$ cat config.mk
export PLATFORM = sky130hd
export DESIGN_NAME = bpra_ram
export DESIGN_NICKNAME = d
export VERILOG_FILES = /design/src/design/bitmap_page_range_allocator_defines.svh /design/src/design/bpra_ram.sv
export SDC_FILE = /design/constraint.sdc
export NUM_CORES = 2
export LEC_CHECK = 0
export ABC_AREA = 1
export BUFFER_PORTS_ARGS = -buffer_cell sky130_fd_sc_hd__buf_2
export CAP_MARGIN = 20
export CORE_UTILIZATION = 45
export DETAILED_ROUTE_END_ITERATION = 6
export PLACE_DENSITY = 0.56
export SYNTH_ARGS = -nofsm -noshare
export SYNTH_HDL_FRONTEND = slang
export SYNTH_SLANG_ARGS = --single-unit
$ cat constraint.sdc
create_clock -name clk -period 13.1 [get_ports clk]
set_clock_uncertainty 0.05 [all_clocks]
set_input_delay 3.93 -clock clk [delete_from_list [all_inputs] [get_ports clk]]
set_output_delay 3.93 -clock clk [all_outputs]
set_load 0.1 [all_outputs]
$ cat src/design/bitmap_page_range_allocator_defines.svh
// Assertion macros for the page range allocator.
// Each macro expands to one labeled concurrent assertion, or to nothing for synthesis.
`ifndef BITMAP_PAGE_RANGE_ALLOCATOR_DEFINES_SVH
`define BITMAP_PAGE_RANGE_ALLOCATOR_DEFINES_SVH

`ifndef SYNTHESIS
`define BPRA_ASSERT_IMP(lbl, clk, rst_n, ante, cons) \
    lbl: assert property (@(posedge clk) disable iff (!rst_n) (ante) |-> (cons)) \
        else $error("bpra: assertion failed");
`define BPRA_ASSERT_NXT(lbl, clk, rst_n, ante, cons) \
    lbl: assert property (@(posedge clk) disable iff (!rst_n) (ante) |=> (cons)) \
        else $error("bpra: assertion failed");
`else
`define BPRA_ASSERT_IMP(lbl, clk, rst_n, ante, cons)
`define BPRA_ASSERT_NXT(lbl, clk, rst_n, ante, cons)
`endif

`endif

$ cat src/design/bpra_ram.sv
`timescale 1ns / 1ps
`default_nettype none

module bpra_ram #(
    parameter int WIDTH = 64,
    parameter int DEPTH = 64
) (
    input  wire logic                                   clk,
    input  wire logic                                   wr_en,
    input  wire logic [(DEPTH > 1 ? $clog2(DEPTH) : 1)-1:0] wr_addr,
    input  wire logic [WIDTH-1:0]                       wr_data,
    input  wire logic                                   rd_en,
    input  wire logic [(DEPTH > 1 ? $clog2(DEPTH) : 1)-1:0] rd_addr,
    output logic      [WIDTH-1:0]                       rd_data
);

    logic [WIDTH-1:0] mem [DEPTH];

    always_ff @(posedge clk)
    begin
        if (wr_en)
        begin
            mem[wr_addr] <= wr_data;
        end
        if (rd_en)
        begin
            rd_data <= mem[rd_addr];
        end
    end

endmodule

`default_nettype wire

# After elaboration in Yosys (flattened, before gate mapping)
# Memory sizes are Yosys's and may differ from the RTL's. A register that Yosys moved wholly into a read port is not among the register bits.
# Index checks and enable logic that the tools add are counted.
# op_classes
addsub,0
multipliers,0
n_div,0
magnitude_cmp,0
eq_ne,0
shifts,0
muxes,2
bitwise,0
reduce_logical,0
# op_table
op,n
two-way mux 1 bit,2
# totals
register_bits,0
latchBits,0
mem_bits_rw,4096
romBits,0
input_bits,79
out_inout_bits,64
elab_cells,3
n_memories,1
# memory_table
memory,words,word_bits,read_ports,rd_clocked_by_memory_dff,wr,line_no,rtl
mem,64,64,1,1,1,bpra_ram.sv:17,logic [WIDTH-1:0] mem [DEPTH];

# Longest topological paths before layout
# logic_depth
depth_word,2
mapped_depth,13
depth_no_buf,9

# Worst setup path before layout
# No wires, ideal clock.
# synth_path
kind,input port to flip-flop
startpoint,input wr_en
endpoint,memory mem[48][0] (enable)
setup_time_ns,0.646
t_arrival_ns,10.566
setup_slack_ns,1.838
cell_stages,3
cell_sequence,clkbuf_1 > nand4_1 > nor4_1
# synth_between
elab_chain_len,2
# synth_lines
element,line_no,rtl
from (decl),bpra_ram.sv:9,"input wire logic wr_en,"
two-way mux 1 bit,bpra_ram.sv:21,if (wr_en)
two-way mux 1 bit (not written as such),bpra_ram.sv:23,mem[wr_addr] <= wr_data;
to (decl),bpra_ram.sv:17,
# No other way between the ends.

==> impl_metrics.json <==
{
  "yosysSeqAreaShare_pct": 75.3,
  "end_kind": "flop",
  "start_util_pct": 45.3,
  "max-slew-margin-rel_pct": 12.9,
  "maxCapViolations": 0,
  "cp.arrival_ns": 7.95,
  "io_pins": 143,
  "timing.final.max_slew_violations": 0,
  "wl_per_cell_um": 29.4,
  "hold_path.class": "reg -> reg",
  "ant_nets": 0,
  "ys_seq_elements": 4160,
  "dieArea_sq_um": 371000,
  "status": "finished clean",
  "cts_htree_levels": 5,
  "dp_cells": 17700,
  "p_sw_share_pct": 22.7,
  "wirelength_met1_mm": 217,
  "clkLatencyLatePin_ns": 0.99,
  "cts_resized": 0,
  "grt_overflow_total": 0,
  "drc": 0,
  "p_per_area_nw_per_um2": 155,
  "multi_input_area_sq_um": 36600,
  "hold_violations": 0,
  "synth_edf_count": 4160,
  "yosys.area.top_type": "edfxtp_1",
  "wl_met2_mm": 255,
  "hpwl_mm": 259,
  "totalWireLength_mm": 544,
  "synth_cell_types": 15,
  "synth_top_area_share_pct": 75.3,
  "whs_ns": 0.820,
  "min_to": "rd_data[32]$_DFFE_PP_",
  "grt_use_total_pct": 28.7,
  "place.gp.congestion": 0.790,
  "fin_cells": 18500,
  "p_clk_share_pct": 42.2,
  "syn_nets": 13500,
  "area.growth.synth_to_final_pct": 11.6,
  "worstHoldStart": "mem[58][32]$_DFFE_PP_",
  "synthesis.area_sq_um": 166000,
  "critPathRequiredTime_ns": 13.75,
  "crit_type": "in -> reg",
  "fin_tns_setup_ns": 0,
  "cts-root-buf": "clkbuf_16",
  "fin_crit_sh_pct": 55.7,
  "seq_power_share_pct": 51.7,
  "path_max_fanout": 140,
  "reg2reg_depth": 8,
  "fp.dieH_um": 609,
  "grt_max_degree": 242,
  "cts_inserted_buffers": 422,
  "synth_common_cells": "nand2_1, edfxtp_1, nand3_1",
  "synth.most_common_cell": "nand2_1",
  "fmax_mhz": 137,
  "r2r-start": "mem[56][52]$_DFFE_PP_",
  "nets": 13400,
  "ys.flop_type": "edfxtp_1",
  "combPwrFrac_pct": 6.1,
  "switchingPower_uw": 6510,
  "core_sq_um": 366000,
  "rsz0062_at_grt": "false",
  "regArea_sq_um": 125000,
  "drt_first_pass_iters": 6,
  "clkTransAtPathRegs_ns": 0.06,
  "p_int_uw": 22200,
  "cp-start-kind": "input pin",
  "synthCells": 13400,
  "nFillCells": 31100,
  "period_needed_ns": 7.29,
  "postCtsSetupBuffers": 0,
  "antenna_found_initial": 45,
  "whs_path_depth": 8,
  "fin_ws_ns": 5.81,
  "preCtsSetupSlack_ns": 4.96,
  "r2r_end": "rd_data[52]$_DFFE_PP_",
  "viasPerCell": 5.94,
  "num_vias": 110000,
  "p_leak_uw": 0.0645,
  "cts_hold_buf": 0,
  "cts.sink_count": 4160,
  "setup_viol": 0,
  "dr_wl_met3_mm": 48.5,
  "clockBufferDepth": 4,
  "rows": 222,
  "ys_warn_count": 0,
  "tritoncts": "done",
  "worst_pin_slew_ns": 1.31,
  "grt_first_pass_wirelength_mm": 768,
  "first_global_vias": 103000,
  "top_layer_used": "met5",
  "syn_area_per_cell_sq_um": 12.4,
  "portBuffers": 142,
  "vdd_drop_max_mv": 0.119,
  "die_x_um": 609,
  "synthArstFlopShare_pct": 0,
  "drt-initial-drc-count": 13700,
  "drive_gt1_share_pct": 7.82,
  "ys_top_cells_by_area": "edfxtp_1, nand3_1, nand2_1",
  "reg2reg_slack_ns": 11.01
}
==> final cells by class <==
type	count	share of cell area, %
sequential	4160	67.5
inverter	12	0.0568
antenna	43	0.0581
clock inverter	247	1.36
timing repair buffer	409	1.96
multi-input combinational	8336	19.8
tap	4816	3.25
clock buffer	517	6.05
==> per-stage QoR <==
step                utilization (%)  instance area [sq um]  total power [uW]
global route                   50.5                 185000             29400
CTS                            50.3                 184000             28800
detailed placement             46.6                 171000             16800
finish                         50.5                 185000             28700
floorplan                         -                 166000             16100
global placement               46.6                 171000             16800
==> cells by family (layout without fill, tap and decap cells) <==
logic type	count (synthesis)	count (layout)	share of synthesized area [%]
buffers and inverters	909	1185	2.94
flip-flops	4160	4160	75.3
other	0	43	0
AND/OR/NAND/NOR	8336	8336	21.8
==> critical path, cell delays in order <==
cell     delay, ns
buf_8         0.39
buf_12        0.68
buf_4         0.80
buf_4         0.95
nand3_1       0.16
nand3_1       0.14
nand3_1       0.15
nand3_1       0.16
nand2_1       0.07
nand2_1       0.07
nand2_1       0.05
==> layer usage <==
metal	vias up	track usage [%]
met1	55700	39.3
li1	47800	-
met2	5468	46.4
met4	16	11.0
met3	1015	4.38
met5	-	0
==> worst max-delay path by stage <==
stage	start	end	slack [ns]
after global placement	rd_addr[1]	rd_data[22]$_DFFE_PP_	4.92
after detailed placement	rd_addr[1]	rd_data[22]$_DFFE_PP_	4.96
after global routing	rd_addr[1]	rd_data[39]$_DFFE_PP_	5.71
after floorplan	wr_en	mem[48][0]$_DFFE_PP_	1.84
final	rd_addr[1]	rd_data[40]$_DFFE_PP_	5.81
after CTS	rd_addr[0]	rd_data[63]$_DFFE_PP_	5.99
==> registers in the layout (all words and copies together) (netlist names) <==
register  cells
mem        4096
rd_data      64
==> power by group through the flow <==
stage          registers [uW]  logic, uW  clock network (uW)
2_1_floorplan           15200        910                   0
3_3_place_gp            15100       1680                   0
3_5_place_dp            15100       1700                   0
4_1_cts                 14800       1710               12200
5_1_grt                 14800       1870               12700
6_report                14800       1740               12100
==> cell usage in the layout, fill, tap and decap left out, drive strengths merged <==
cell,n
buf,409
bufinv,49
clkbuf,517
clkinv,185
clkinvlp,6
diode,43
edfxtp,4160
inv,19
nand2,4416
nand3,3847
nand4,9
nor2,56
nor4,8
(Power assumes the default switching activity.)
