--- config.mk ---
export PLATFORM = sky130hd
export DESIGN_NAME = bpra_ctrl
export DESIGN_NICKNAME = d
export VERILOG_FILES = /design/src/design/bpra_pkg.sv /design/src/design/bpra_ctrl.sv
export VERILOG_INCLUDE_DIRS = /design/src /design/src/design
export SDC_FILE = /design/constraint.sdc
export NUM_CORES = 1
export LEC_CHECK = 0
export BUFFER_PORTS_ARGS = -buffer_cell sky130_fd_sc_hd__buf_4
export CORE_ASPECT_RATIO = 0.8
export CORE_MARGIN = 1
export CORE_UTILIZATION = 42
export CTS_CLUSTER_DIAMETER = 150
export DETAILED_ROUTE_END_ITERATION = 10
export MAX_ROUTING_LAYER = met4
export PLACE_DENSITY_LB_ADDON = 0.3
export RECOVER_POWER = 100
export SLEW_MARGIN = 0
export SYNTH_ARGS = -nofsm -noshare
export SYNTH_HDL_FRONTEND = slang
export SYNTH_SLANG_ARGS = --single-unit
--- constraint.sdc ---
create_clock -name clk -period 1.4 [get_ports clk]
set_input_delay 0.07 -clock clk [delete_from_list [all_inputs] [get_ports clk]]
set_output_delay 0.07 -clock clk [all_outputs]
set_load 0.01 [all_outputs]
--- src/design/bitmap_page_range_allocator_defines.svh ---
// Assertion macros for the page range allocator.
// Each macro expands to one labeled concurrent assertion, or to nothing for synthesis.
`ifndef BITMAP_PAGE_RANGE_ALLOCATOR_DEFINES_SVH
`define BITMAP_PAGE_RANGE_ALLOCATOR_DEFINES_SVH

`ifndef SYNTHESIS
`define BPRA_ASSERT_IMP(lbl, clk, rst_n, ante, cons) \
    lbl: assert property (@(posedge clk) disable iff (!rst_n) (ante) |-> (cons)) \
        else $error("bpra: assertion failed");
`define BPRA_ASSERT_NXT(lbl, clk, rst_n, ante, cons) \
    lbl: assert property (@(posedge clk) disable iff (!rst_n) (ante) |=> (cons)) \
        else $error("bpra: assertion failed");
`else
`define BPRA_ASSERT_IMP(lbl, clk, rst_n, ante, cons)
`define BPRA_ASSERT_NXT(lbl, clk, rst_n, ante, cons)
`endif

`endif

--- src/design/bpra_pkg.sv ---
`timescale 1ns / 1ps
`default_nettype none

package bpra_pkg;

    localparam int COUNT_W   = 13;
    localparam int ADDR_W    = 48;
    localparam int STATUS_W  = 2;
    localparam int PAGES_W   = 13;
    localparam int CFG_W     = 48;
    localparam int CFG_IDX_W = 1;

    localparam int DEF_MAX_PAGES  = 4096;
    localparam int DEF_PAGE_BYTES = 4096;

    localparam int WORD_BITS  = 64;
    localparam int WORD_IDX_W = 6;

    localparam logic [PAGES_W-1:0] HEAP_PAGES_RST = 13'd4096;

    localparam logic [STATUS_W-1:0] ST_OK       = 2'd0;
    localparam logic [STATUS_W-1:0] ST_NO_SPACE = 2'd1;
    localparam logic [STATUS_W-1:0] ST_BACKING  = 2'd2;
    localparam logic [STATUS_W-1:0] ST_BAD_ADDR = 2'd3;

    localparam logic REQ_ALLOC = 1'b0;
    localparam logic REQ_FREE  = 1'b1;

    localparam logic [CFG_IDX_W-1:0] CFG_HEAP_BASE  = 1'd0;
    localparam logic [CFG_IDX_W-1:0] CFG_HEAP_PAGES = 1'd1;

    typedef logic [WORD_BITS-1:0] word_t;

    typedef struct packed {
        logic                found;
        logic [WORD_IDX_W-1:0] idx;
    } bpra_hit_t;

    typedef struct packed {
        logic                clear_wr;
        logic                load_req;
        logic                scan_init;
        logic                scan_skip;
        logic                scan_run;
        logic                zero_start;
        logic                free_init;
        logic                free_range;
        logic                upd_init;
        logic                upd_rd;
        logic                upd_wr;
        logic                load_rsp;
        logic                rsp_addr;
        logic [STATUS_W-1:0] rsp_status;
    } bpra_cmd_t;

    typedef struct packed {
        logic clr_done;
        logic is_free;
        logic count_zero;
        logic addr_null;
        logic n_zero;
        logic backing;
        logic bad_addr;
        logic free_found;
        logic run_done;
        logic run_broken;
        logic last_row;
        logic upd_last;
    } bpra_stat_t;

    function automatic bpra_hit_t first_one(input word_t v);
        bpra_hit_t h;
        h.found = |v;
        h.idx   = '0;
        for (int i = WORD_BITS - 1; i >= 0; i--)
        begin
            if (v[i])
            begin
                h.idx = WORD_IDX_W'(i);
            end
        end
        return h;
    endfunction

endpackage

`default_nettype wire

--- src/design/bpra_ctrl.sv ---
`timescale 1ns / 1ps
`default_nettype none
`include "bitmap_page_range_allocator_defines.svh"

module bpra_ctrl
    import bpra_pkg::*;
(
    input  wire logic       clk,
    input  wire logic       rst_n,
    input  wire logic       in_valid,
    output logic            in_ready,
    output logic            out_valid,
    input  wire logic       out_ready,
    input  wire bpra_stat_t stat,
    output bpra_cmd_t       cmd
);

    localparam logic [3:0] S_CLEAR  = 4'd0;
    localparam logic [3:0] S_IDLE   = 4'd1;
    localparam logic [3:0] S_DECODE = 4'd2;
    localparam logic [3:0] S_FRANGE = 4'd3;
    localparam logic [3:0] S_SKIP   = 4'd4;
    localparam logic [3:0] S_RUN    = 4'd5;
    localparam logic [3:0] S_UPD_RD = 4'd6;
    localparam logic [3:0] S_UPD_WR = 4'd7;
    localparam logic [3:0] S_RESP   = 4'd8;

    logic [3:0]          state_reg, state_next;
    logic [STATUS_W-1:0] code_reg, code_next;
    logic                addr_sel_reg, addr_sel_next;
    logic                out_valid_reg, out_valid_next;
    logic                rsp_free;

    assign in_ready  = (state_reg == S_IDLE);
    assign out_valid = out_valid_reg;
    assign rsp_free  = !out_valid_reg || out_ready;

    always_comb
    begin
        state_next     = state_reg;
        code_next      = code_reg;
        addr_sel_next  = addr_sel_reg;
        cmd            = '0;
        cmd.rsp_status = code_reg;
        cmd.rsp_addr   = addr_sel_reg;
        case (state_reg)
            S_CLEAR:
            begin
                cmd.clear_wr = 1'b1;
                if (stat.clr_done)
                begin
                    state_next = S_IDLE;
                end
            end
            S_IDLE:
            begin
                if (in_valid)
                begin
                    cmd.load_req = 1'b1;
                    state_next   = S_DECODE;
                end
            end
            S_DECODE:
            begin
                addr_sel_next = 1'b0;
                if (!stat.is_free)
                begin
                    if (stat.count_zero)
                    begin
                        cmd.zero_start = 1'b1;
                        code_next      = stat.n_zero ? ST_NO_SPACE : ST_OK;
                        addr_sel_next  = !stat.n_zero;
                        state_next     = S_RESP;
                    end
                    else
                    begin
                        cmd.scan_init = 1'b1;
                        state_next    = S_SKIP;
                    end
                end
                else if (stat.count_zero || stat.addr_null)
                begin
                    code_next  = ST_OK;
                    state_next = S_RESP;
                end
                else if (stat.bad_addr)
                begin
                    code_next  = ST_BAD_ADDR;
                    state_next = S_RESP;
                end
                else
                begin
                    cmd.free_init = 1'b1;
                    code_next     = ST_OK;
                    state_next    = S_FRANGE;
                end
            end
            S_FRANGE:
            begin
                cmd.free_range = 1'b1;
                state_next     = S_UPD_RD;
            end
            S_SKIP:
            begin
                cmd.scan_skip = 1'b1;
                if (stat.free_found)
                begin
                    state_next = S_RUN;
                end
                else if (stat.last_row)
                begin
                    code_next  = ST_NO_SPACE;
                    state_next = S_RESP;
                end
            end
            S_RUN:
            begin
                cmd.scan_run = 1'b1;
                if (stat.run_done)
                begin
                    if (!stat.backing)
                    begin
                        code_next  = ST_BACKING;
                        state_next = S_RESP;
                    end
                    else
                    begin
                        cmd.upd_init  = 1'b1;
                        code_next     = ST_OK;
                        addr_sel_next = 1'b1;
                        state_next    = S_UPD_RD;
                    end
                end
                else if (stat.run_broken)
                begin
                    state_next = S_SKIP;
                end
                else if (stat.last_row)
                begin
                    code_next  = ST_NO_SPACE;
                    state_next = S_RESP;
                end
            end
            S_UPD_RD:
            begin
                cmd.upd_rd = 1'b1;
                state_next = S_UPD_WR;
            end
            S_UPD_WR:
            begin
                cmd.upd_wr = 1'b1;
                state_next = stat.upd_last ? S_RESP : S_UPD_RD;
            end
            S_RESP:
            begin
                if (rsp_free)
                begin
                    cmd.load_rsp = 1'b1;
                    state_next   = S_IDLE;
                end
            end
            default:
            begin
                state_next = S_IDLE;
            end
        endcase
    end

    always_comb
    begin
        out_valid_next = out_valid_reg;
        if (cmd.load_rsp)
        begin
            out_valid_next = 1'b1;
        end
        else if (out_ready)
        begin
            out_valid_next = 1'b0;
        end
    end

    always_ff @(posedge clk or negedge rst_n)
    begin
        if (!rst_n)
        begin
            state_reg     <= S_CLEAR;
            code_reg      <= ST_OK;
            addr_sel_reg  <= 1'b0;
            out_valid_reg <= 1'b0;
        end
        else
        begin
            state_reg     <= state_next;
            code_reg      <= code_next;
            addr_sel_reg  <= addr_sel_next;
            out_valid_reg <= out_valid_next;
        end
    end

    `BPRA_ASSERT_IMP(a_rsp_no_overwrite, clk, rst_n, cmd.load_rsp, !out_valid_reg || out_ready)
    `BPRA_ASSERT_NXT(a_one_item_at_a_time, clk, rst_n, in_valid && in_ready, !in_ready)

endmodule

`default_nettype wire

Yosys cells after proc, flatten, opt, wreduce, memory -nomap -nowiden
Cells that the tools add are included.
{"block": "totals", "register_bits": 8, "in_bits": 16, "output_inout_bits": 17}
{"block": "classes", "n_eq_ne": 16, "mux": 54, "n_reduce_logical": 11}
{"cell": "$mux W4", "n": 13}
{"cell": "$pmux W4 S9", "n": 1}
{"cell": "$mux W1", "n": 28}
{"cell": "$mux W2", "n": 10}
{"cell": "$eq A4 B3 Y1 const B", "n": 4}
{"cell": "$ne A2 B2 Y1 const B", "n": 6}
{"cell": "$eq A4 B2 Y1 const B", "n": 2}
{"cell": "$ne A3 B3 Y1 const B", "n": 2}
{"cell": "$pmux W2 S3", "n": 1}
{"cell": "$reduce_and A3 Y1", "n": 2}
{"cell": "$eq A4 B1 Y1 const B", "n": 1}
{"cell": "$eq A4 B4 Y1 const B", "n": 1}
{"cell": "$logic_not A4 Y1", "n": 1}
{"cell": "$reduce_and A4 Y1", "n": 1}
{"cell": "$reduce_bool A2 Y1", "n": 2}
{"cell": "$reduce_bool A3 Y1", "n": 1}
{"cell": "$logic_not A1 Y1", "n": 2}
{"cell": "$logic_or A1 B1 Y1", "n": 2}
{"cell": "$pmux W1 S2", "n": 1}

Depth between registers and ports, before layout
Gate-level depths: netlist of run 1.
{"block": "logic_depth", "depth_word": 5, "ltp_mapped": 6, "depth_no_buf": 4}

Worst setup path before layout of run 1
Ideal clock, no wire load.
{"block": "synth_timing", "path_type": "register to register", "startpoint": "reg state_reg[0]", "endpoint": "reg state_reg[2]", "setup_ns": 0.065, "arrival_time_ns": 1.531, "required_ns": 1.335, "path_slack_ns": -0.196, "stages_incl_launch_ff": 7, "n_path_buf": 2, "cell_sequence": "dfrtp_1 > buf_6 > nand2b_4 > or3_1 > buf_6 > nor3_1 > or4_1"}
{"block": "synth_via", "elab_chain_cells": 3, "elab_cells_between_ends": 14, "classes_between": "eq/ne (11); mux (1); reduce/logical (2)"}
{"item": "start: declaration", "line": "bpra_ctrl.sv:28", "text": "logic [3:0] state_reg, state_next;"}
{"item": "start signal: assignment", "line": "bpra_ctrl.sv:193", "text": "state_reg <= state_next;"}
{"item": "$eq A4 B4 Y1, or another cell as far along", "line": "bpra_ctrl.sv:46", "text": "case (state_reg)"}
{"item": "$ne A2 B2 Y1 (no source line)"}
{"item": "$reduce_and A3 Y1 (no source line)"}
Several ways; a longest one is shown, not always the timed one.
A chain may end at the register's enable or synchronous reset.

==> results of run 1 <==
[per-layer routing]
layer	vias up	global-route usage [%]	share of wire, %
met5	-	-	0
met2	137	74.3	45
met3	54	10.7	11
li1	494	-	-
met4	0	20.8	8.9
met1	569	44.3	34
[per-stage QoR]
stage / hold slack [ns] / setup slack, ns / power (W) / instances / utilization [%]
2_1_floorplan: -0.226 / -0.132 / 0.00126 / 98 / -
3_3_place_gp: -0.107 / -0.136 / 0.00172 / 160 / 68.1
3_5_place_dp: -0.104 / -0.200 / 0.00178 / 160 / 68.1
4_1_cts: 0.101 / -0.252 / 0.00250 / 180 / 87.4
5_1_grt: 0.135 / -0.375 / 0.00310 / 184 / 94.9
6_report: 0.128 / -0.385 / 0.00303 / 184 / 94.9
[worst max path at each step]
stage                                        start                  endpoint  slack, ns  depth (start not counted)
after detailed placement  state_reg[1]$_DFFE_PN0P_   code_reg[1]$_DFFE_PN0P_      -0.20                          4
final                     state_reg[0]$_DFFE_PN0P_                   cmd[12]      -0.39                          5
after floorplan           state_reg[0]$_DFFE_PN0P_  state_reg[1]$_DFFE_PN0P_      -0.13                          6
after global routing      state_reg[0]$_DFFE_PN0P_                   cmd[12]      -0.37                          5
after global placement    state_reg[1]$_DFFE_PN0P_   code_reg[1]$_DFFE_PN0P_      -0.14                          4
after CTS                 state_reg[0]$_DFFE_PN0P_                   cmd[12]      -0.25                          5
[worst reg2reg max path, cell delays in order (launching register included)]
cell	delay, ns
dfrtp_2	0.50
buf_4	0.18
nor3b_4	0.16
o21ai_1	0.14
a21oi_1	0.09
or4_1	0.52
[cells by family after synthesis]
logic type / share of synthesized area (%)
simple gates: 39.9
compound gates: 26.2
buf+inv: 9.13
flops: 24.8
[layout by cell type, fill, tap and decap left out, drive strengths merged, types with 2 or more instances in the layout]
master,netlist,final
nor2b,5,5
nor3b,3,3
nand2,5,5
o21ai,5,5
inv,2,2
nand2b,5,5
buf,8,64
a21oi,4,4
clkbuf,2,8
and4b,2,2
dfrtp,8,8
nor2,13,13
a2bb2oi,2,2
nor3,6,6
or3,3,3
a311oi,2,2
o21a,2,2
a31oi,2,2
dlygate4sd3,0,2
nor4,2,2
[layout make-up]
class | count | share of cell area, %
flip-flops and latches | 8 | 12.6
multi-input cells | 78 | 45.9
inverters | 2 | 0.463
clock buffers | 3 | 1.39
repair buffers | 71 | 38.0
well taps | 22 | 1.70
[repair_timing]
action / in CTS / in global routing
endpoints found under the hold margin: 9 / 0
buffers inserted: 14 / 7
resized for setup: 35 / 31
setup endpoints to repair: 20 / 20
cloned: 1 / 0
hold buffers: 2 / 0
pin swaps: 11 / 6
[power by group]
group          total (W)  internal, W  switching (W)
combinational    0.00232      0.00120        0.00112
sequential      0.000502     0.000333       0.000169
clock           0.000213     0.000100       0.000113
==> flow_summary.toml, run 1 <==
[setup_path]
crit_arrival_ns = 1.72
r2r-end = "state_reg[2]$_DFFE_PN0P_"
path_delay_family = "simple AND/OR/NAND/NOR gates"
path_buf_inv = 2
crit_slowest_cell = "dfrtp_1"
cp-start-kind = "flop"
crit_fanout = 4
required_ns = 1.33
r2r.worst_path.cells = 5
worstSetupPathType = "reg2out"
reg2reg_from = "state_reg[2]$_DFFE_PN0P_"
max_stage_delay_ns = 0.45
r2r_slack_ns = -0.33
crit_chain = "nand2b_4, or3_4, nor3_4, buf_4, buf_6"
cp-end-kind = "primary output"

[min_path]
hp-start = "out_ready"
hold_path_depth = 3
hold-path-endpoint = "out_valid$_DFFE_PN0P_"
holdCritPathClass = "in2reg"

[floorplanning]
dieArea_um2 = 2100
io_pins = 33
coreArea_um2 = 1710
die_x_um = 51.0
placementRows = 13
die_y_um = 41.2
initial_core_util_pct = 47.3

[clock_network]
htreeDepth = 1
cts_tree = "done"
clkTransAtPathRegs_ns = 0.06
cts_sinks = 8
cts-root-buf = "clkbuf_4"
cts_made_buffers = 3
cts_buffer_depth = 2
clk_latency_ns = 0.28

[sta]
setup_tns_ns = -4.53
finalSetupViolCount = 20
max-slew-margin-rel_pct = 67.0
hold_viol_final = 0
skew_ns = 0.00471
maxSlewViolCount = 0
rsz0062_at_grt = "yes"
fmaxAchievable_mhz = 560
period_share_pct = 128
tightest_slew_ns = 0.494
setup_slack_ns = -0.385
min_period_ns = 1.79

[power_and_ir_drop]
peakVddDrop_mv = 1.48
p_leak_nw = 0.728
power.density_nw_per_um2 = 1870

[detailed_routing]
drc_errors = 0
route.antenna.remaining_nets = 0
wire_per_inst_um = 26.3
drt-initial-drc-count = 119
drtPass1Iterations = 7
wirelength_um = 4840
via_count = 1254
via_per_inst = 6.82

[place]
gp_congestion = 0.889
portBuffers = 32
dp_hpwl_um = 1890
placed_area_um2 = 1160

[final_layout]
largest_register_ffs = 4
final_nets = 180
drive_above_1_share_pct = 64.8
seqCellArea_um2 = 204
area_delta_synth_final_pct = 101
antenna_cells = 0
multi_input_area_um2 = 744
fin_area_um2 = 1620
nFillCells = 44

[grt]
overflow = 0
grt_pass1_wl_um = 5690
grt_usage_pct = 41.5
antenna_found_initial = 0
grt_pass1_vias = 1116
grt_max_degree = 14

[synthesis]
synth_async_sr_flop_share_pct = 100
synth_area_leaders = "dfrtp_1 25%, nor2_1 6.0%, nor2b_1 3.9%, a221oi_4 3.3%, nand2b_1 3.1%"
synthTopCellsByCount = "13 x nor2_1, 8 x dfrtp_1, 5 x nand2_1, 5 x nor2b_1, 5 x nor3_1"
syn_area_um2 = 808
synth_warnings = 0
yosysSeqAreaShare_pct = 24.8
synthFlopType = "dfrtp_1"
yosysTopAreaCell = "dfrtp_1"
synth_edf_count = 0
yosysMostFrequentCell = "nor2_1"
syn_avg_cell_area_um2 = 8.25
synth_fp_nets = 114
ys_seq_elements = 8
synth_top_area_share_pct = 24.8
synth_cell_type_count = 44
syn_inst = 98

[outcome]
violations = "setup timing"
status = "finished with violations"

[flow_run]
maxCapViolCount = 0
No activity file was read; power rests on OpenSTA's default activity.
==> inputs of run 2 (changes only) <==
- CORE_ASPECT_RATIO: 0.8 -> unset
==> flow_summary.toml, run 2 (same netlist as run 1, synthesis figures left out) <==
[outcome]
status = "finished with violations"
violations = "setup timing"

[sta]
max-slew-margin-rel_pct = 66.8
skew_ns = 0.0158
maxSlewViolCount = 0
setup_slack_ns = -0.277
hold_viol_final = 0
finalSetupViolCount = 20
rsz0062_at_grt = "yes"
min_period_ns = 1.68
tightest_slew_ns = 0.498
period_share_pct = 120
fmaxAchievable_mhz = 596

[floorplanning]
io_pins = 33
initial_core_util_pct = 45.8
coreArea_um2 = 1760
die_x_um = 45.9
placementRows = 15
die_y_um = 45.9
dieArea_um2 = 2100

[power_and_ir_drop]
power_frac_seq_pct = 17.2
p_leak_nw = 0.683
switching_share_pct = 43.7
p_int_w = 0.00152
power.total_w = 0.00269
p_sw_w = 0.00118
peakVddDrop_mv = 1.19
pwr-share-clk_pct = 8.1
power.density_nw_per_um2 = 1770
power_frac_comb_pct = 74.6

[setup_path]
crit_arrival_ns = 1.61
crit_fanout = 8
cp-start-kind = "flop"
cp-end-kind = "primary output"
worstSetupPathType = "reg2out"
required_ns = 1.33

[grt]
grt_util_met3_pct = 8.33
antenna_found_initial = 0
grt_max_degree = 13
grt_pass1_vias = 982
grtUsageMet1_pct = 38.1
grt.busiest_layer = "met2"
grt_usage_pct = 31.9
grt_use_met2_pct = 50.7
grt_pass1_wl_um = 4590
overflow = 0

[final_layout]
final_nets = 174
largest_register_ffs = 4
layout_commonest_cell = "buf_4"
area_delta_synth_final_pct = 87.6
layout_common_cells = "45 x buf_4, 10 x nor2_1, 10 x buf_6"
drive_above_1_share_pct = 60.9
finalNonFillerCells = 181
antenna_cells = 0

[detailed_routing]
wire_per_inst_um = 19.3
wirelength_um = 3500
via_count = 1072
route.antenna.remaining_nets = 0
drt-initial-drc-count = 41
via_per_inst = 5.92
drtPass1Iterations = 4
drc_errors = 0

[min_path]
holdCritPathClass = "in2reg"

[flow_run]
maxCapViolCount = 0

[clock_network]
cts-root-buf = "clkbuf_4"
cts_buffer_depth = 2
cts_tree = "done"
clkTransAtPathRegs_ns = 0.08
cts_made_buffers = 3
htreeDepth = 1
clk_latency_ns = 0.30
cts_sinks = 8

[place]
numPlacedInstances = 163
portBuffers = 32
gp_congestion = 0.945
dp_slack_ns = -0.187
dp_hpwl_um = 1870
## run 2: stage by stage
stage	TNS, ns	util (%)	hold WS, ns	instance area, um2
finish	-3.03	86.0	0.0790	1520
global route	-3.72	86.0	0.105	1520
CTS	-1.62	77.2	0.0911	1360
detailed placement	-1.07	66.1	-0.101	1170
global placement	-0.713	66.1	-0.106	1170
floorplan	-0.381	-	-0.226	830
## run 2: worst paths after layout
kind,startpoint,endpoint,slack [ns],cells after the start
hold reg to reg,addr_sel_reg$_DFFE_PN0P_,addr_sel_reg$_DFFE_PN0P_,0.51,2
max in group asynchronous,rst_n,state_reg[3]$_DFFE_PN0P_,0.78,2
setup / recovery,state_reg[2]$_DFFE_PN0P_,cmd[8],-0.28,3
hold / removal,out_ready,out_valid$_DFFE_PN0P_,0.08,3
min in group asynchronous,rst_n,addr_sel_reg$_DFFE_PN0P_,0.24,2
setup reg to reg,state_reg[1]$_DFFE_PN0P_,code_reg[1]$_DFFE_PN0P_,-0.20,5
## run 2: cell type report
type                    instances  area [um2]
multi-input cells              78         702
fillers                       107         248
inverters                       2        7.51
clock buffers                   3        22.5
flip-flops and latches          8         204
well taps                      25        31.3
repair buffers                 65         549
## run 2: timing repair
item                                   4_1_cts  5_1_grt
pin swaps                                    6        3
hold buffers                                 2        0
endpoints found under the hold margin        9        0
buffers inserted                             5        8
gates resized for setup                     23       21
gates cloned                                 0        1
setup endpoints to repair                   19       19
## run 2: critical path, cell delays in order, from the launching register on
cell and delay (ns):
dfrtp_2 0.49, or3_4 0.46, nor3_4 0.22, buf_6 0.14
## run 2: power by group through the flow
stage | logic (W) | registers, W | clock network (W)
after global placement | 0.00128 | 0.000443 | 0
final | 0.00201 | 0.000464 | 0.000219
after CTS | 0.00161 | 0.000443 | 0.000192
after detailed placement | 0.00132 | 0.000447 | 0
after global routing | 0.00212 | 0.000474 | 0.000232
after floorplan | 0.000855 | 0.000403 | 0
## run 2: metal layers
metal / vias up / part of all wire [%]
met5: - / 0
met4: 0 / 4.7
met3: 18 / 7.7
met2: 72 / 50
met1: 499 / 37
li1: 483 / -
==> inputs of run 3 (changes only) <==
- SETUP_SLACK_MARGIN: unset -> 0.15
==> flow_summary.toml, run 3 <==
[sta]
crit_endpoint = "cmd[12]"
worst-ep-kind = "top-level output"

[clock_network]
htreeDepth = 1
cts_buffer_depth = 2
cts_sinks = 8
cts_made_buffers = 3
cts-root-buf = "clkbuf_4"

[grt]
antenna_found_initial = 0
grt_max_degree = 13

[floorplanning]
initial_core_util_pct = 45.8
die_y_um = 45.9
placementRows = 15
die_x_um = 45.9
io_pins = 33

[synthesis]
synthAdderAreaFrac_pct = 0
synth_edf_count = 0
synthFlopType = "dfrtp_1"
synth_xor_area_share_pct = 0
synth_top_family_by_area = "simple AND/OR/NAND/NOR gates"
muxShareOfSynthArea_pct = 0
synthSimpleGateAreaFrac_pct = 39.9
yosysMostFrequentCell = "nor2_1"
syn_inst = 98
synth_warnings = 0
ys_seq_elements = 8
syn_avg_cell_area_um2 = 8.25
yosysTopAreaCell = "dfrtp_1"
synth_compound_area_share_pct = 26.2
synth_cell_type_count = 44
synth_area_leaders = "dfrtp_1 25%, nor2_1 6.0%, nor2b_1 3.9%, a221oi_4 3.3%, nand2b_1 3.1%"
synth_fp_nets = 114
synth_top_area_share_pct = 24.8
synth_async_sr_flop_share_pct = 100
yosysSeqAreaShare_pct = 24.8
syn_area_um2 = 808
synthTopCellsByCount = "13 x nor2_1, 8 x dfrtp_1, 5 x nand2_1, 5 x nor2b_1, 5 x nor3_1"

[outcome]
failed_stage = "global routing (5_1_grt)"
status = "aborted with a tool error"
error_message = "[ERROR DPL-0033] detailed placement checks failed during check placement."

[place]
dp_hpwl_um = 1880
gp_congestion = 0.869
portBuffers = 32
[run 3: cell counts after synthesis]
Identical to the previous run, type by type.
[run 3: timing repair]
item                       4_1_cts
setup endpoints to repair       20
hold endpoints to repair         9
resized for setup               47
pin swaps                        8
buffers inserted                17
hold buffers                     2
cloned                           1
[run 3: cells by family after synthesis]
family / count (synthesis)
flip-flops: 8
AO/OA/AOI/OAI: 26
buffers and inverters: 12
AND/OR/NAND/NOR: 52
[run 3: per-stage QoR]
stage	instances	util [%]	TNS (ns)	instance area [um2]	worst slack (ns)
2_1_floorplan	98	-	-0.383	850	-0.132
4_1_cts	190	90.7	-2.76	1600	-0.232
3_5_place_dp	167	68.6	-1.38	1210	-0.175
3_3_place_gp	167	68.6	-1.15	1210	-0.162
==> inputs of run 4 (changes only) <==
- CORE_AREA: unset -> 2 2 63 65
- CORE_MARGIN: 1 -> unset
- CORE_UTILIZATION: 42 -> unset
- CTS_CLUSTER_DIAMETER: 150 -> unset
- DIE_AREA: unset -> 0 0 65 67
- MAX_ROUTING_LAYER: met4 -> unset
- PLACE_DENSITY_LB_ADDON: 0.3 -> 0.15
- SETUP_SLACK_MARGIN: 0.15 -> unset
- clock period: 1.4 -> 1.8 ns (I/O delays scaled with it)
==> flow_summary.toml, run 4 (same netlist as run 1, synthesis figures left out) <==
[setup_path]
crit_fanout = 7
r2r_slack_ns = 0.09
r2r.worst_path.cells = 5
worstSetupPathType = "reg2out"
crit_arrival_ns = 1.62
required_ns = 1.71
cp-start-kind = "flop"
cp-end-kind = "primary output"
setup.worst_path.start = "state_reg[0]$_DFFE_PN0P_"
reg2reg_from = "state_reg[2]$_DFFE_PN0P_"
r2r-end = "code_reg[1]$_DFFE_PN0P_"

[power_and_ir_drop]
power.density_nw_per_um2 = 1290
p_leak_nw = 0.476
peakVddDrop_mv = 0.364
power.total_w = 0.00140

[floorplanning]
placementRows = 22
io_pins = 33
coreArea_um2 = 3610
initial_core_util_pct = 22.4
dieArea_um2 = 4360
die_y_um = 67
die_x_um = 65

[clock_network]
clkTransAtPathRegs_ns = 0.04
clk_latency_ns = 0.23
cts_tree = "done"
cts_buffer_depth = 2
htreeDepth = 1
postCtsSetupBuffers = 0
cts-root-buf = "clkbuf_8"
cts_made_buffers = 3
cts_sinks = 8

[detailed_routing]
drc_errors = 0
wirelength_um = 2580
drt-initial-drc-count = 42
drtPass1Iterations = 4
route.antenna.remaining_nets = 0
wire_per_inst_um = 14.6
via_per_inst = 4.79
via_count = 848

[final_layout]
largest_register_ffs = 4
antenna_cells = 0
final_nets = 147
layout_common_cells = "24 x buf_4, 13 x nor2_1, 11 x clkbuf_1"
layout_commonest_cell = "buf_4"
drive_above_1_share_pct = 31.0
fin_area_um2 = 1080
area_delta_synth_final_pct = 34.2
nFillCells = 416

[sta]
finalSetupViolCount = 0
setup_slack_ns = 0.0913
maxSlewViolCount = 0
setup_tns_ns = 0
skew_ns = 0.00175
rsz0062_at_grt = "no"
min_period_ns = 1.71
hold_viol_final = 0
period_share_pct = 94.9
fmaxAchievable_mhz = 585
tightest_slew_ns = 0.463
max-slew-margin-rel_pct = 69.1

[grt]
grt_pass1_vias = 762
grt_max_degree = 14
grt_pass1_wl_um = 3910
overflow = 0
grt_usage_pct = 12.0
antenna_found_initial = 0

[min_path]
hp-start = "stat[7]"
hold-path-endpoint = "addr_sel_reg$_DFFE_PN0P_"
hold_path_depth = 2
holdCritPathClass = "in2reg"

[outcome]
status = "complete, no violations"

[flow_run]
maxCapViolCount = 0

[place]
placed_area_um2 = 1080
gp_congestion = 0.775
portBuffers = 32
dp_hpwl_um = 1980
dp_slack_ns = 0.161
run 4: worst max-delay path by stage:
stage / slack (ns) / endpoint / depth (start not counted)
4_1_cts: 0.07 / cmd[8] / 4
3_5_place_dp: 0.16 / code_reg[1]$_DFFE_PN0P_ / 4
6_report: 0.09 / cmd[8] / 4
3_3_place_gp: 0.15 / code_reg[1]$_DFFE_PN0P_ / 4
2_1_floorplan: 0.20 / state_reg[2]$_DFFE_PN0P_ / 6
5_1_grt: 0.005 / cmd[8] / 4
run 4: stage by stage:
step	hold WS [ns]	cells	util [%]
6_report	0.0493	177	30.1
5_1_grt	0.0474	177	30.1
4_1_cts	0.0472	177	31.5
3_5_place_dp	-0.0810	173	29.9
3_3_place_gp	-0.0823	173	29.9
2_1_floorplan	-0.206	98	-
run 4: routing by layer:
layer	track usage (%)	routed length [um]
met5	0	0
met2	18.0	1180
met1	16.8	1240
met4	0.798	4
met3	4.56	151
run 4: cell type report:
type	count	area, um2	area share [%]
clock buffer	3	41.3	3.81
inverter	2	7.51	0.692
multi-input combinational	78	529	48.8
sequential	8	200	18.5
tap	48	60.1	5.54
timing repair buffer	38	246	22.7
run 4: worst max-delay path, stage by stage, from the launching register on:
cell and delay, ns:
dfrtp_1 0.43, nand2b_4 0.17, or3_4 0.38, nor3_4 0.25
buf_4 0.17
run 4: power breakdown:
group | switching [W] | total [W] | internal (W)
combinational | 0.000450 | 0.000833 | 0.000383
clock | 0.0000740 | 0.000219 | 0.000145
sequential | 0.0000911 | 0.000346 | 0.000255
total | 0.000615 | 0.00140 | 0.000784
run 4: what timing repair did:
action                                  CTS  global route
gates resized for setup                   1             1
hold buffers                              1             0
endpoints found under the setup margin    1             1
hold endpoints to repair                  8             0
